--- config.mk ---
export PLATFORM = sky130hd
export DESIGN_NAME = coalescing_keyed_update_queue
export DESIGN_NICKNAME = d
export VERILOG_FILES = /design/src/ckuq_pkg.sv /design/src/ckuq_ram.sv /design/src/coalescing_keyed_update_queue.sv
export SDC_FILE = /design/constraint.sdc
export NUM_CORES = 2
export LEC_CHECK = 0
export BUFFER_PORTS_ARGS = -buffer_cell sky130_fd_sc_hd__buf_4
export CORE_MARGIN = 5
export CORE_UTILIZATION = 38
export DETAILED_ROUTE_END_ITERATION = 8
export PLACE_DENSITY = 0.51
export SYNTH_ARGS = -nofsm -noshare
export SYNTH_HDL_FRONTEND = slang
export SYNTH_SLANG_ARGS = --single-unit
--- constraint.sdc ---
create_clock -name clk -period 37.5 [get_ports clk]
set_input_delay 11.25 -clock clk [delete_from_list [all_inputs] [get_ports clk]]
set_output_delay 11.25 -clock clk [all_outputs]
set_load 0.01 [all_outputs]
--- src/ckuq_pkg.sv ---
`timescale 1ns / 1ps
// ----------------------------------------------------------------------------
// ckuq_pkg: shared types and constants of the coalescing keyed update queue
// Word layouts, request and status codes, sizes and the controller states.
// ----------------------------------------------------------------------------
package ckuq_pkg;

    localparam int QUEUE_DEPTH = 16;
    localparam int IDX_W       = $clog2(QUEUE_DEPTH);
    localparam int CNT_W       = $clog2(QUEUE_DEPTH + 1);
    localparam int MAX_BATCH   = 16;
    localparam int BATCH_W     = 5;
    localparam int DYN_BIT     = 63;

    localparam logic [BATCH_W-1:0] BATCH_CAP = BATCH_W'(MAX_BATCH);

    localparam logic [1:0] REQ_UPSERT = 2'd0;
    localparam logic [1:0] REQ_REMOVE = 2'd1;
    localparam logic [1:0] REQ_POP    = 2'd2;
    localparam logic [1:0] REQ_CLEAR  = 2'd3;

    localparam logic KIND_UPSERT = 1'b0;
    localparam logic KIND_REMOVE = 1'b1;

    localparam logic [3:0] STS_NEW      = 4'd0;
    localparam logic [3:0] STS_REPLACED = 4'd1;
    localparam logic [3:0] STS_IGNORED  = 4'd2;
    localparam logic [3:0] STS_ZERO     = 4'd3;
    localparam logic [3:0] STS_NOT_DYN  = 4'd4;
    localparam logic [3:0] STS_FULL     = 4'd5;
    localparam logic [3:0] STS_POPPED   = 4'd6;
    localparam logic [3:0] STS_EMPTY    = 4'd7;
    localparam logic [3:0] STS_CLEARED  = 4'd8;

    typedef struct packed {
        logic [1:0]         req_type;
        logic [63:0]        entity_id;
        logic [63:0]        revision;
        logic [31:0]        zone_id;
        logic [15:0]        payload_ref;
        logic [BATCH_W-1:0] batch_limit;
    } cmd_t;

    typedef struct packed {
        logic [3:0]  status;
        logic        out_kind;
        logic [63:0] out_entity_id;
        logic [63:0] out_revision;
        logic [31:0] out_zone_id;
        logic [15:0] out_payload_ref;
        logic        last;
    } res_t;

    typedef struct packed {
        logic        kind;
        logic [63:0] key;
        logic [63:0] revision;
        logic [31:0] zone;
        logic [15:0] payload;
    } slot_t;

    typedef enum logic [2:0] {
        S_IDLE,
        S_SCAN,
        S_MERGE,
        S_INSERT,
        S_RESP,
        S_POP_RING,
        S_POP_SLOT,
        S_POP_OUT
    } state_t;

endpackage

--- src/ckuq_ram.sv ---
`timescale 1ns / 1ps
// ----------------------------------------------------------------------------
// ckuq_ram: simple dual-port RAM
// One write port, one read port, read data registered and held until the
// next read.
// ----------------------------------------------------------------------------
module ckuq_ram #(
    parameter int WIDTH = 8,
    parameter int DEPTH = 16,
    localparam int AW   = $clog2(DEPTH)
) (
    input  logic             clk,
    input  logic             we,
    input  logic [AW-1:0]    waddr,
    input  logic [WIDTH-1:0] wdata,
    input  logic             re,
    input  logic [AW-1:0]    raddr,
    output logic [WIDTH-1:0] rdata
);

    logic [WIDTH-1:0] mem [DEPTH];
    logic [WIDTH-1:0] rdata_reg;

    always_ff @(posedge clk)
    begin
        if (we)
        begin
            mem[waddr] <= wdata;
        end
        if (re)
        begin
            rdata_reg <= mem[raddr];
        end
    end

    assign rdata = rdata_reg;

endmodule

--- src/coalescing_keyed_update_queue.sv ---
`timescale 1ns / 1ps
// ----------------------------------------------------------------------------
// coalescing_keyed_update_queue: keyed queue of pending update/remove words
// Entries live in a slot RAM, arrival order in a ring RAM of slot indexes.
// ----------------------------------------------------------------------------
// One command word is taken at a time. An upsert or remove that passes the
// id checks walks the slot RAM through its single read port, one slot per
// cycle, until it finds the id or has seen every slot; a new id is then
// inserted unless the table is full. A command that fails the id checks,
// a clear or an empty pop is answered with a single result without a scan.
// A pop returns each entry by a ring read, a slot read and an output step.
// Results leave through an output register, and the next command is taken
// as soon as the last result of the previous one is loaded there.
module coalescing_keyed_update_queue (
    input  logic             clk,
    input  logic             rst_n,
    input  logic             cmd_valid,
    output logic             cmd_stall,
    input  ckuq_pkg::cmd_t   cmd,
    output logic             res_valid,
    input  logic             res_stall,
    output ckuq_pkg::res_t   res
);

    localparam int DEPTH  = ckuq_pkg::QUEUE_DEPTH;
    localparam int IDX_W  = ckuq_pkg::IDX_W;
    localparam int CNT_W  = ckuq_pkg::CNT_W;
    localparam int BW     = ckuq_pkg::BATCH_W;
    localparam int SLOT_W = $bits(ckuq_pkg::slot_t);

    ckuq_pkg::state_t     state_reg, state_next;
    ckuq_pkg::cmd_t       item_reg, item_next;
    logic [3:0]           status_reg, status_next;
    logic [CNT_W-1:0]     scan_cnt_reg, scan_cnt_next;
    logic                 cmp_pend_reg, cmp_pend_next;
    logic [IDX_W-1:0]     cmp_idx_reg, cmp_idx_next;
    logic [IDX_W-1:0]     hit_idx_reg, hit_idx_next;
    logic                 hit_kind_reg, hit_kind_next;
    logic [63:0]          hit_rev_reg, hit_rev_next;
    logic [DEPTH-1:0]     slot_valid_reg, slot_valid_next;
    logic [IDX_W-1:0]     head_reg, head_next;
    logic [IDX_W-1:0]     tail_reg, tail_next;
    logic [CNT_W-1:0]     count_reg, count_next;
    logic [BW-1:0]        limit_reg, limit_next;
    logic [BW-1:0]        popped_reg, popped_next;
    logic [IDX_W-1:0]     pop_idx_reg, pop_idx_next;
    logic                 res_valid_reg, res_valid_next;
    ckuq_pkg::res_t       res_reg, res_next;

    logic                 accept;
    logic                 res_free;
    logic                 cmd_zero;
    logic                 cmd_not_dyn;
    logic                 hit;
    logic                 scan_done;
    logic                 pop_last;
    logic [IDX_W-1:0]     free_idx;
    logic [BW-1:0]        limit_clamped;
    ckuq_pkg::slot_t      new_slot;

    logic                 slot_we, slot_re;
    logic [IDX_W-1:0]     slot_waddr, slot_raddr;
    ckuq_pkg::slot_t      slot_rdata;
    logic                 ring_we, ring_re;
    logic [IDX_W-1:0]     ring_rdata;

    // ------------------------------------------------------------------
    // storage
    // ------------------------------------------------------------------
    ckuq_ram #(
        .WIDTH (SLOT_W),
        .DEPTH (DEPTH)
    ) u_slot_ram (
        .clk   (clk),
        .we    (slot_we),
        .waddr (slot_waddr),
        .wdata (new_slot),
        .re    (slot_re),
        .raddr (slot_raddr),
        .rdata (slot_rdata)
    );

    ckuq_ram #(
        .WIDTH (IDX_W),
        .DEPTH (DEPTH)
    ) u_ring_ram (
        .clk   (clk),
        .we    (ring_we),
        .waddr (tail_reg),
        .wdata (free_idx),
        .re    (ring_re),
        .raddr (head_reg),
        .rdata (ring_rdata)
    );

    // ------------------------------------------------------------------
    // shared decode
    // ------------------------------------------------------------------
    assign accept      = cmd_valid && !cmd_stall;
    assign res_free    = !res_valid_reg || !res_stall;
    assign cmd_zero    = (cmd.entity_id == 64'd0)
                      || (cmd.req_type == ckuq_pkg::REQ_UPSERT && cmd.zone_id == 32'd0);
    assign cmd_not_dyn = !cmd.entity_id[ckuq_pkg::DYN_BIT];
    assign hit         = cmp_pend_reg && slot_valid_reg[cmp_idx_reg]
                      && (slot_rdata.key == item_reg.entity_id);
    assign scan_done   = (scan_cnt_reg == CNT_W'(DEPTH));
    assign pop_last    = ((popped_reg + 1'b1) == limit_reg) || (count_reg == CNT_W'(1));

    always_comb
    begin
        if (cmd.batch_limit == '0)
        begin
            limit_clamped = BW'(1);
        end
        else if (cmd.batch_limit > ckuq_pkg::BATCH_CAP)
        begin
            limit_clamped = ckuq_pkg::BATCH_CAP;
        end
        else
        begin
            limit_clamped = cmd.batch_limit;
        end
    end

    // lowest free slot
    always_comb
    begin
        free_idx = '0;
        for (int i = DEPTH - 1; i >= 0; i--)
        begin
            if (!slot_valid_reg[i])
            begin
                free_idx = IDX_W'(i);
            end
        end
    end

    // a stored remove keeps revision, zone and payload at zero
    always_comb
    begin
        new_slot.kind = item_reg.req_type[0];
        new_slot.key  = item_reg.entity_id;
        if (item_reg.req_type == ckuq_pkg::REQ_REMOVE)
        begin
            new_slot.revision = '0;
            new_slot.zone     = '0;
            new_slot.payload  = '0;
        end
        else
        begin
            new_slot.revision = item_reg.revision;
            new_slot.zone     = item_reg.zone_id;
            new_slot.payload  = item_reg.payload_ref;
        end
    end

    // ------------------------------------------------------------------
    // next state
    // ------------------------------------------------------------------
    always_comb
    begin
        state_next = state_reg;
        unique case (state_reg)
            ckuq_pkg::S_IDLE:
            begin
                if (accept)
                begin
                    unique case (cmd.req_type)
                        ckuq_pkg::REQ_UPSERT, ckuq_pkg::REQ_REMOVE:
                        begin
                            state_next = (cmd_zero || cmd_not_dyn)
                                       ? ckuq_pkg::S_RESP : ckuq_pkg::S_SCAN;
                        end
                        ckuq_pkg::REQ_POP:
                        begin
                            state_next = (count_reg == '0)
                                       ? ckuq_pkg::S_RESP : ckuq_pkg::S_POP_RING;
                        end
                        default:
                        begin
                            state_next = ckuq_pkg::S_RESP;
                        end
                    endcase
                end
            end
            ckuq_pkg::S_SCAN:
            begin
                priority if (hit)
                begin
                    state_next = ckuq_pkg::S_MERGE;
                end
                else if (scan_done)
                begin
                    state_next = ckuq_pkg::S_INSERT;
                end
            end
            ckuq_pkg::S_MERGE, ckuq_pkg::S_INSERT:
            begin
                state_next = ckuq_pkg::S_RESP;
            end
            ckuq_pkg::S_RESP:
            begin
                if (res_free)
                begin
                    state_next = ckuq_pkg::S_IDLE;
                end
            end
            ckuq_pkg::S_POP_RING:
            begin
                state_next = ckuq_pkg::S_POP_SLOT;
            end
            ckuq_pkg::S_POP_SLOT:
            begin
                state_next = ckuq_pkg::S_POP_OUT;
            end
            ckuq_pkg::S_POP_OUT:
            begin
                if (res_free)
                begin
                    state_next = pop_last ? ckuq_pkg::S_IDLE : ckuq_pkg::S_POP_RING;
                end
            end
            default:
            begin
                state_next = ckuq_pkg::S_IDLE;
            end
        endcase
    end

    // ------------------------------------------------------------------
    // outputs and datapath
    // ------------------------------------------------------------------
    always_comb
    begin
        item_next       = item_reg;
        status_next     = status_reg;
        scan_cnt_next   = scan_cnt_reg;
        cmp_pend_next   = 1'b0;
        cmp_idx_next    = cmp_idx_reg;
        hit_idx_next    = hit_idx_reg;
        hit_kind_next   = hit_kind_reg;
        hit_rev_next    = hit_rev_reg;
        slot_valid_next = slot_valid_reg;
        head_next       = head_reg;
        tail_next       = tail_reg;
        count_next      = count_reg;
        limit_next      = limit_reg;
        popped_next     = popped_reg;
        pop_idx_next    = pop_idx_reg;
        res_valid_next  = res_valid_reg && res_stall;
        res_next        = res_reg;
        slot_we         = 1'b0;
        slot_re         = 1'b0;
        slot_waddr      = hit_idx_reg;
        slot_raddr      = scan_cnt_reg[IDX_W-1:0];
        ring_we         = 1'b0;
        ring_re         = 1'b0;

        unique case (state_reg)
            ckuq_pkg::S_IDLE:
            begin
                if (accept)
                begin
                    item_next     = cmd;
                    scan_cnt_next = '0;
                    popped_next   = '0;
                    limit_next    = limit_clamped;
                    unique case (cmd.req_type)
                        ckuq_pkg::REQ_UPSERT, ckuq_pkg::REQ_REMOVE:
                        begin
                            status_next = cmd_zero ? ckuq_pkg::STS_ZERO
                                                   : ckuq_pkg::STS_NOT_DYN;
                        end
                        ckuq_pkg::REQ_POP:
                        begin
                            status_next = ckuq_pkg::STS_EMPTY;
                        end
                        default:
                        begin
                            status_next     = ckuq_pkg::STS_CLEARED;
                            slot_valid_next = '0;
                            head_next       = '0;
                            tail_next       = '0;
                            count_next      = '0;
                        end
                    endcase
                end
            end
            ckuq_pkg::S_SCAN:
            begin
                // read slot scan_cnt now, compare it next cycle
                if (!scan_done)
                begin
                    slot_re       = 1'b1;
                    cmp_pend_next = 1'b1;
                    cmp_idx_next  = scan_cnt_reg[IDX_W-1:0];
                    scan_cnt_next = scan_cnt_reg + 1'b1;
                end
                hit_idx_next  = cmp_idx_reg;
                hit_kind_next = slot_rdata.kind;
                hit_rev_next  = slot_rdata.revision;
            end
            ckuq_pkg::S_MERGE:
            begin
                priority if (item_reg.req_type == ckuq_pkg::REQ_REMOVE)
                begin
                    slot_we     = 1'b1;
                    status_next = ckuq_pkg::STS_REPLACED;
                end
                else if (hit_kind_reg == ckuq_pkg::KIND_REMOVE)
                begin
                    status_next = ckuq_pkg::STS_IGNORED;
                end
                else if (item_reg.revision >= hit_rev_reg)
                begin
                    slot_we     = 1'b1;
                    status_next = ckuq_pkg::STS_REPLACED;
                end
                else
                begin
                    status_next = ckuq_pkg::STS_IGNORED;
                end
            end
            ckuq_pkg::S_INSERT:
            begin
                if (count_reg == CNT_W'(DEPTH))
                begin
                    status_next = ckuq_pkg::STS_FULL;
                end
                else
                begin
                    slot_we                   = 1'b1;
                    slot_waddr                = free_idx;
                    ring_we                   = 1'b1;
                    slot_valid_next[free_idx] = 1'b1;
                    tail_next  = (tail_reg == IDX_W'(DEPTH - 1)) ? '0 : tail_reg + 1'b1;
                    count_next = count_reg + 1'b1;
                    status_next = ckuq_pkg::STS_NEW;
                end
            end
            ckuq_pkg::S_RESP:
            begin
                if (res_free)
                begin
                    res_valid_next = 1'b1;
                    res_next       = '0;
                    res_next.status = status_reg;
                    res_next.last   = 1'b1;
                end
            end
            ckuq_pkg::S_POP_RING:
            begin
                ring_re = 1'b1;
            end
            ckuq_pkg::S_POP_SLOT:
            begin
                slot_re      = 1'b1;
                slot_raddr   = ring_rdata;
                pop_idx_next = ring_rdata;
            end
            ckuq_pkg::S_POP_OUT:
            begin
                if (res_free)
                begin
                    res_valid_next               = 1'b1;
                    res_next.status              = ckuq_pkg::STS_POPPED;
                    res_next.out_kind            = slot_rdata.kind;
                    res_next.out_entity_id       = slot_rdata.key;
                    res_next.out_revision        = slot_rdata.revision;
                    res_next.out_zone_id         = slot_rdata.zone;
                    res_next.out_payload_ref     = slot_rdata.payload;
                    res_next.last                = pop_last;
                    slot_valid_next[pop_idx_reg] = 1'b0;
                    head_next   = (head_reg == IDX_W'(DEPTH - 1)) ? '0 : head_reg + 1'b1;
                    count_next  = count_reg - 1'b1;
                    popped_next = popped_reg + 1'b1;
                end
            end
            default:
            begin
                slot_re = 1'b0;
            end
        endcase
    end

    // ------------------------------------------------------------------
    // registers
    // ------------------------------------------------------------------
    always_ff @(posedge clk or negedge rst_n)
    begin
        if (!rst_n)
        begin
            state_reg      <= ckuq_pkg::S_IDLE;
            cmp_pend_reg   <= 1'b0;
            slot_valid_reg <= '0;
            head_reg       <= '0;
            tail_reg       <= '0;
            count_reg      <= '0;
            res_valid_reg  <= 1'b0;
        end
        else
        begin
            state_reg      <= state_next;
            cmp_pend_reg   <= cmp_pend_next;
            slot_valid_reg <= slot_valid_next;
            head_reg       <= head_next;
            tail_reg       <= tail_next;
            count_reg      <= count_next;
            res_valid_reg  <= res_valid_next;
        end
    end

    always_ff @(posedge clk)
    begin
        item_reg     <= item_next;
        status_reg   <= status_next;
        scan_cnt_reg <= scan_cnt_next;
        cmp_idx_reg  <= cmp_idx_next;
        hit_idx_reg  <= hit_idx_next;
        hit_kind_reg <= hit_kind_next;
        hit_rev_reg  <= hit_rev_next;
        limit_reg    <= limit_next;
        popped_reg   <= popped_next;
        pop_idx_reg  <= pop_idx_next;
        res_reg      <= res_next;
    end

    assign cmd_stall = (state_reg != ckuq_pkg::S_IDLE);
    assign res_valid = res_valid_reg;
    assign res       = res_reg;

`ifndef SYNTHESIS
    a_count_in_range: assert property (@(posedge clk) disable iff (!rst_n)
        count_reg <= CNT_W'(DEPTH))
        else $error("pending count exceeds queue depth");

    a_empty_no_slots: assert property (@(posedge clk) disable iff (!rst_n)
        (count_reg == '0) |-> (slot_valid_reg == '0))
        else $error("empty queue still holds valid slots");

    a_pop_valid_slot: assert property (@(posedge clk) disable iff (!rst_n)
        (state_reg == ckuq_pkg::S_POP_OUT && res_free) |-> slot_valid_reg[pop_idx_reg])
        else $error("popped slot was not valid");

    a_single_last: assert property (@(posedge clk) disable iff (!rst_n)
        (res_valid_reg && res_reg.status != ckuq_pkg::STS_POPPED) |-> res_reg.last)
        else $error("non-pop result without last marker");
`endif

endmodule
==> summary.md <==
| Metric | Value |
|---|---|
| Status | `finished, final reports clean` |
| Sequential share of power | `42.1%` |
| Slew headroom | `10.2%` |
| Ranking of synthesized cells by area | `edfxtp_1 76%, nand2_1 7.8%, a311oi_1 3.3%, nand3_1 2.6%, and3_1 1.6%` |
| Worst-path cell chain | `buf_4 -> nor4_2 -> nand4_1 -> nor4_2 -> a211oi_2 -> buf_4 -> nand2_1 -> nand2_1 -> a41oi_1 -> a21o_1` |
| Max FFs per register | `2,832` |
| P&R area growth vs syn | `14.6%` |
| Filler instances | `32,600` |
| Clock slew seen by the registers of the worst setup and hold paths | `0.06 ns` |
| Sequential share of the synthesized area | `76.4%` |
| Sum Neg Setup Slack | `0 ns` |
| Post-synth top area share | `75.8%` |
| Total global-route track usage | `20.3%` |
| Distinct cells, synth | `64` |
| Buf/Inv on CP | `2` |
| First-pass GRT wire length | `578 mm` |
| Final setup violation count | `0` |
| P_int | `8.28 mW` |
| Crit Path Max Fanout | `4` |
| Combinational Power Share | `27.8%` |
| Core area | `0.366 mm²` |
| Vias | `84,600` |
| Clock Sinks | `3,567` |
| # port buffers | `370` |
| Register bit total from synthesis | `3,567` |
| Max Cap Violations | `0` |
| Final ANT Viol Nets | `0` |
| Predominant post-synthesis flop cell | `edfxtp_1` |
| Post-CTS Setup Inserts | `0` |
| WL/cell | `25.8 µm` |
| WP data arrival | `14.80 ns` |
| Initial DRC count | `7,560` |
| RSZ-0062 raised after global routing | `no` |
| Design area | `0.160 mm²` |
| Final worst path period share | `37.2%` |
| Row Count | `222` |
| Post-CTS Hold Fix Bufs | `0` |
| Crit. End Element | `flop` |
| Remaining DRCs | `0` |
| Maximum vdd ir drop | `0.0727 mV` |
| Fmax | `71.8 MHz` |
| Crit path largest cell delay | `1.06 ns` |
| Total global routing overflow | `0` |
| Placed instance area | `0.148 mm²` |
| Worst setup SP type | `input port` |
| P_sw | `4.39 mW` |
| Final Hold Fails | `0` |
| Largest net degree at the start of global routing | `191` |
| Die Y | `617 µm` |
| Worst Hold Class | `reg2reg` |
| Clock Latency Late Sink | `0.98 ns` |
| Power Dens Cells | `79.0 mW/mm²` |
| TritonCTS buffer count | `392` |
| I/O pin count | `371` |
| Share of layout cells above drive strength 1 | `10.7%` |
| Kind of critical path | `in2reg` |
| Max-slew violations | `0` |
| Post-Syn Instances | `10,100` |
| Leakage power | `54.9 nW` |
| Gpl congestion | `0.800` |
| Clock root buffer | `clkbuf_16` |
| Mean Syn Cell Area | `13.9 µm²` |
| Slowest stage cell, crit path | `nor4_2` |
| CP Data Required Time | `38.36 ns` |
| Synth Net Count | `10,300` |
| Nets | `10,600` |
| Worst Skew | `0.0783 ns` |
| Die width | `617 µm` |
| Post-synth EDFFs | `3,533` |
| Post-layout min period | `13.94 ns` |
| Leading area contributor after synthesis | `edfxtp_1` |
| Post-DP HPWL | `209 mm` |
| Vias in the first global route | `82,800` |
| CP top delay family | `simple AND/OR/NAND/NOR gates` |
| CTS tree | `built` |
| DIE AREA | `0.381 mm²` |
| Vias per inst | `5.46` |
| Initial Util | `38.2%` |
| Multi-input logic area | `0.0302 mm²` |
| Sw frac | `34.6%` |
| Count leader, synth | `edfxtp_1` |
| Worst-Margin Slew | `1.34 ns` |
| Ys Warns | `0` |
| Initial antenna violation count | `19` |
| CTS resizes | `0` |
| Async S/R FF share, synth | `0.953%` |
| Post-synth top cells | `3,533 x edfxtp_1, 2,904 x nand2_1, 730 x nand3_1` |
| FF+latch area | `0.107 mm²` |
| Post-Route WL | `400 mm` |
| Number of H-tree levels | `5` |
| Syn Std Cell Area | `0.140 mm²` |
| DR pass1 iterations | `5` |
| Clock buffer depth | `4` |
| Clock share of power | `30.1%` |
==> per-layer routing <==
| metal | global-route usage [%] | wire length [µm] | up-vias |
|---|---|---|---|
| met3 | 2.72 | 22600 | 561 |
| met2 | 33.3 | 190000 | 2560 |
| met5 | 0 | 13 | - |
| met4 | 5.11 | 10000 | 2 |
| li1 | - | - | 38000 |
| met1 | 28.7 | 178000 | 43500 |
==> through the flow <==
step	hold slack (ns)	worst slack, ns	power, mW	utilization [%]	instances
final	0.449	23.56	12.7	43.8	15500
after global routing	0.466	23.51	13.3	43.8	15500
after CTS	0.451	23.62	12.8	43.8	15500
after floorplan	0.417	16.92	7.65	-	10100
after global placement	0.428	22.65	8.91	40.3	14800
after detailed placement	0.428	22.60	8.97	40.3	14800
==> worst paths after layout <==
kind,endpoint,cells after the start,from,slack (ns)
setup reg to reg,u_slot_ram.rdata[135],14,state_reg[2],29.46
setup / recovery,state_reg[2],10,cmd[181],23.56
max in group asynchronous,head_reg[2],1,rst_n,26.87
min in group asynchronous,slot_valid_reg[15],1,rst_n,10.27
hold / removal,hit_rev_reg[21],0,u_slot_ram.rdata[69],0.45
hold reg to reg,hit_rev_reg[21],0,u_slot_ram.rdata[69],0.45
==> area by class of cell <==
class | instances | area share, %
clock inverter | 255 | 1.64
clock buffer | 460 | 6.32
multi-input combinational | 5779 | 18.8
inverter | 91 | 0.218
sequential | 3567 | 66.6
timing repair buffer | 521 | 2.60
tap | 4816 | 3.75
antenna | 6 | 0.00936
==> placed cells by master, fill, tap and decap left out, types with 11 or more instances in the layout <==
master / n
a21oi_1: 230
a311oi_1: 533
a31oi_1: 185
and2_1: 308
and3_1: 360
buf_12: 21
buf_4: 500
bufinv_16: 41
clkbuf_1: 64
clkbuf_16: 396
clkinv_1: 89
clkinv_2: 75
clkinvlp_4: 22
dfrtp_1: 34
edfxtp_1: 3533
ha_1: 78
inv_1: 88
mux2i_1: 17
mux4_2: 12
nand2_1: 2903
nand2b_1: 20
nand3_1: 730
nand4_1: 34
nor2_1: 62
nor2b_1: 15
nor3_1: 14
nor4_1: 27
o21ai_0: 46
o31ai_1: 11
xnor2_1: 43
xor2_1: 25
==> power by group through the flow <==
stage               Clock, mW  Combinational [mW]  Sequential (mW)
finish                   3.82                3.52             5.33
global placement            0                3.50             5.41
floorplan                   0                2.30             5.35
CTS                      3.91                3.57             5.34
detailed placement          0                3.55             5.42
global route             4.09                3.87             5.36
==> cells by family (layout without fill, tap and decap cells) <==
| kind of cell | after synthesis | count (layout) | synth area share [%] |
|---|---|---|---|
| and+or+nand+nor | 4517 | 4517 | 14.2 |
| DFF | 3567 | 3567 | 76.4 |
| AOI/OAI and AO/OA | 1080 | 1080 | 5.64 |
| buffers and inverters | 729 | 1327 | 2.25 |
| adders and majority gates | 78 | 78 | 0.697 |
| xor gates and xnor gates | 68 | 68 | 0.425 |
| muxes | 36 | 36 | 0.367 |
| other | 0 | 6 | 0 |
Note: power is estimated with default switching activity, not from simulation.
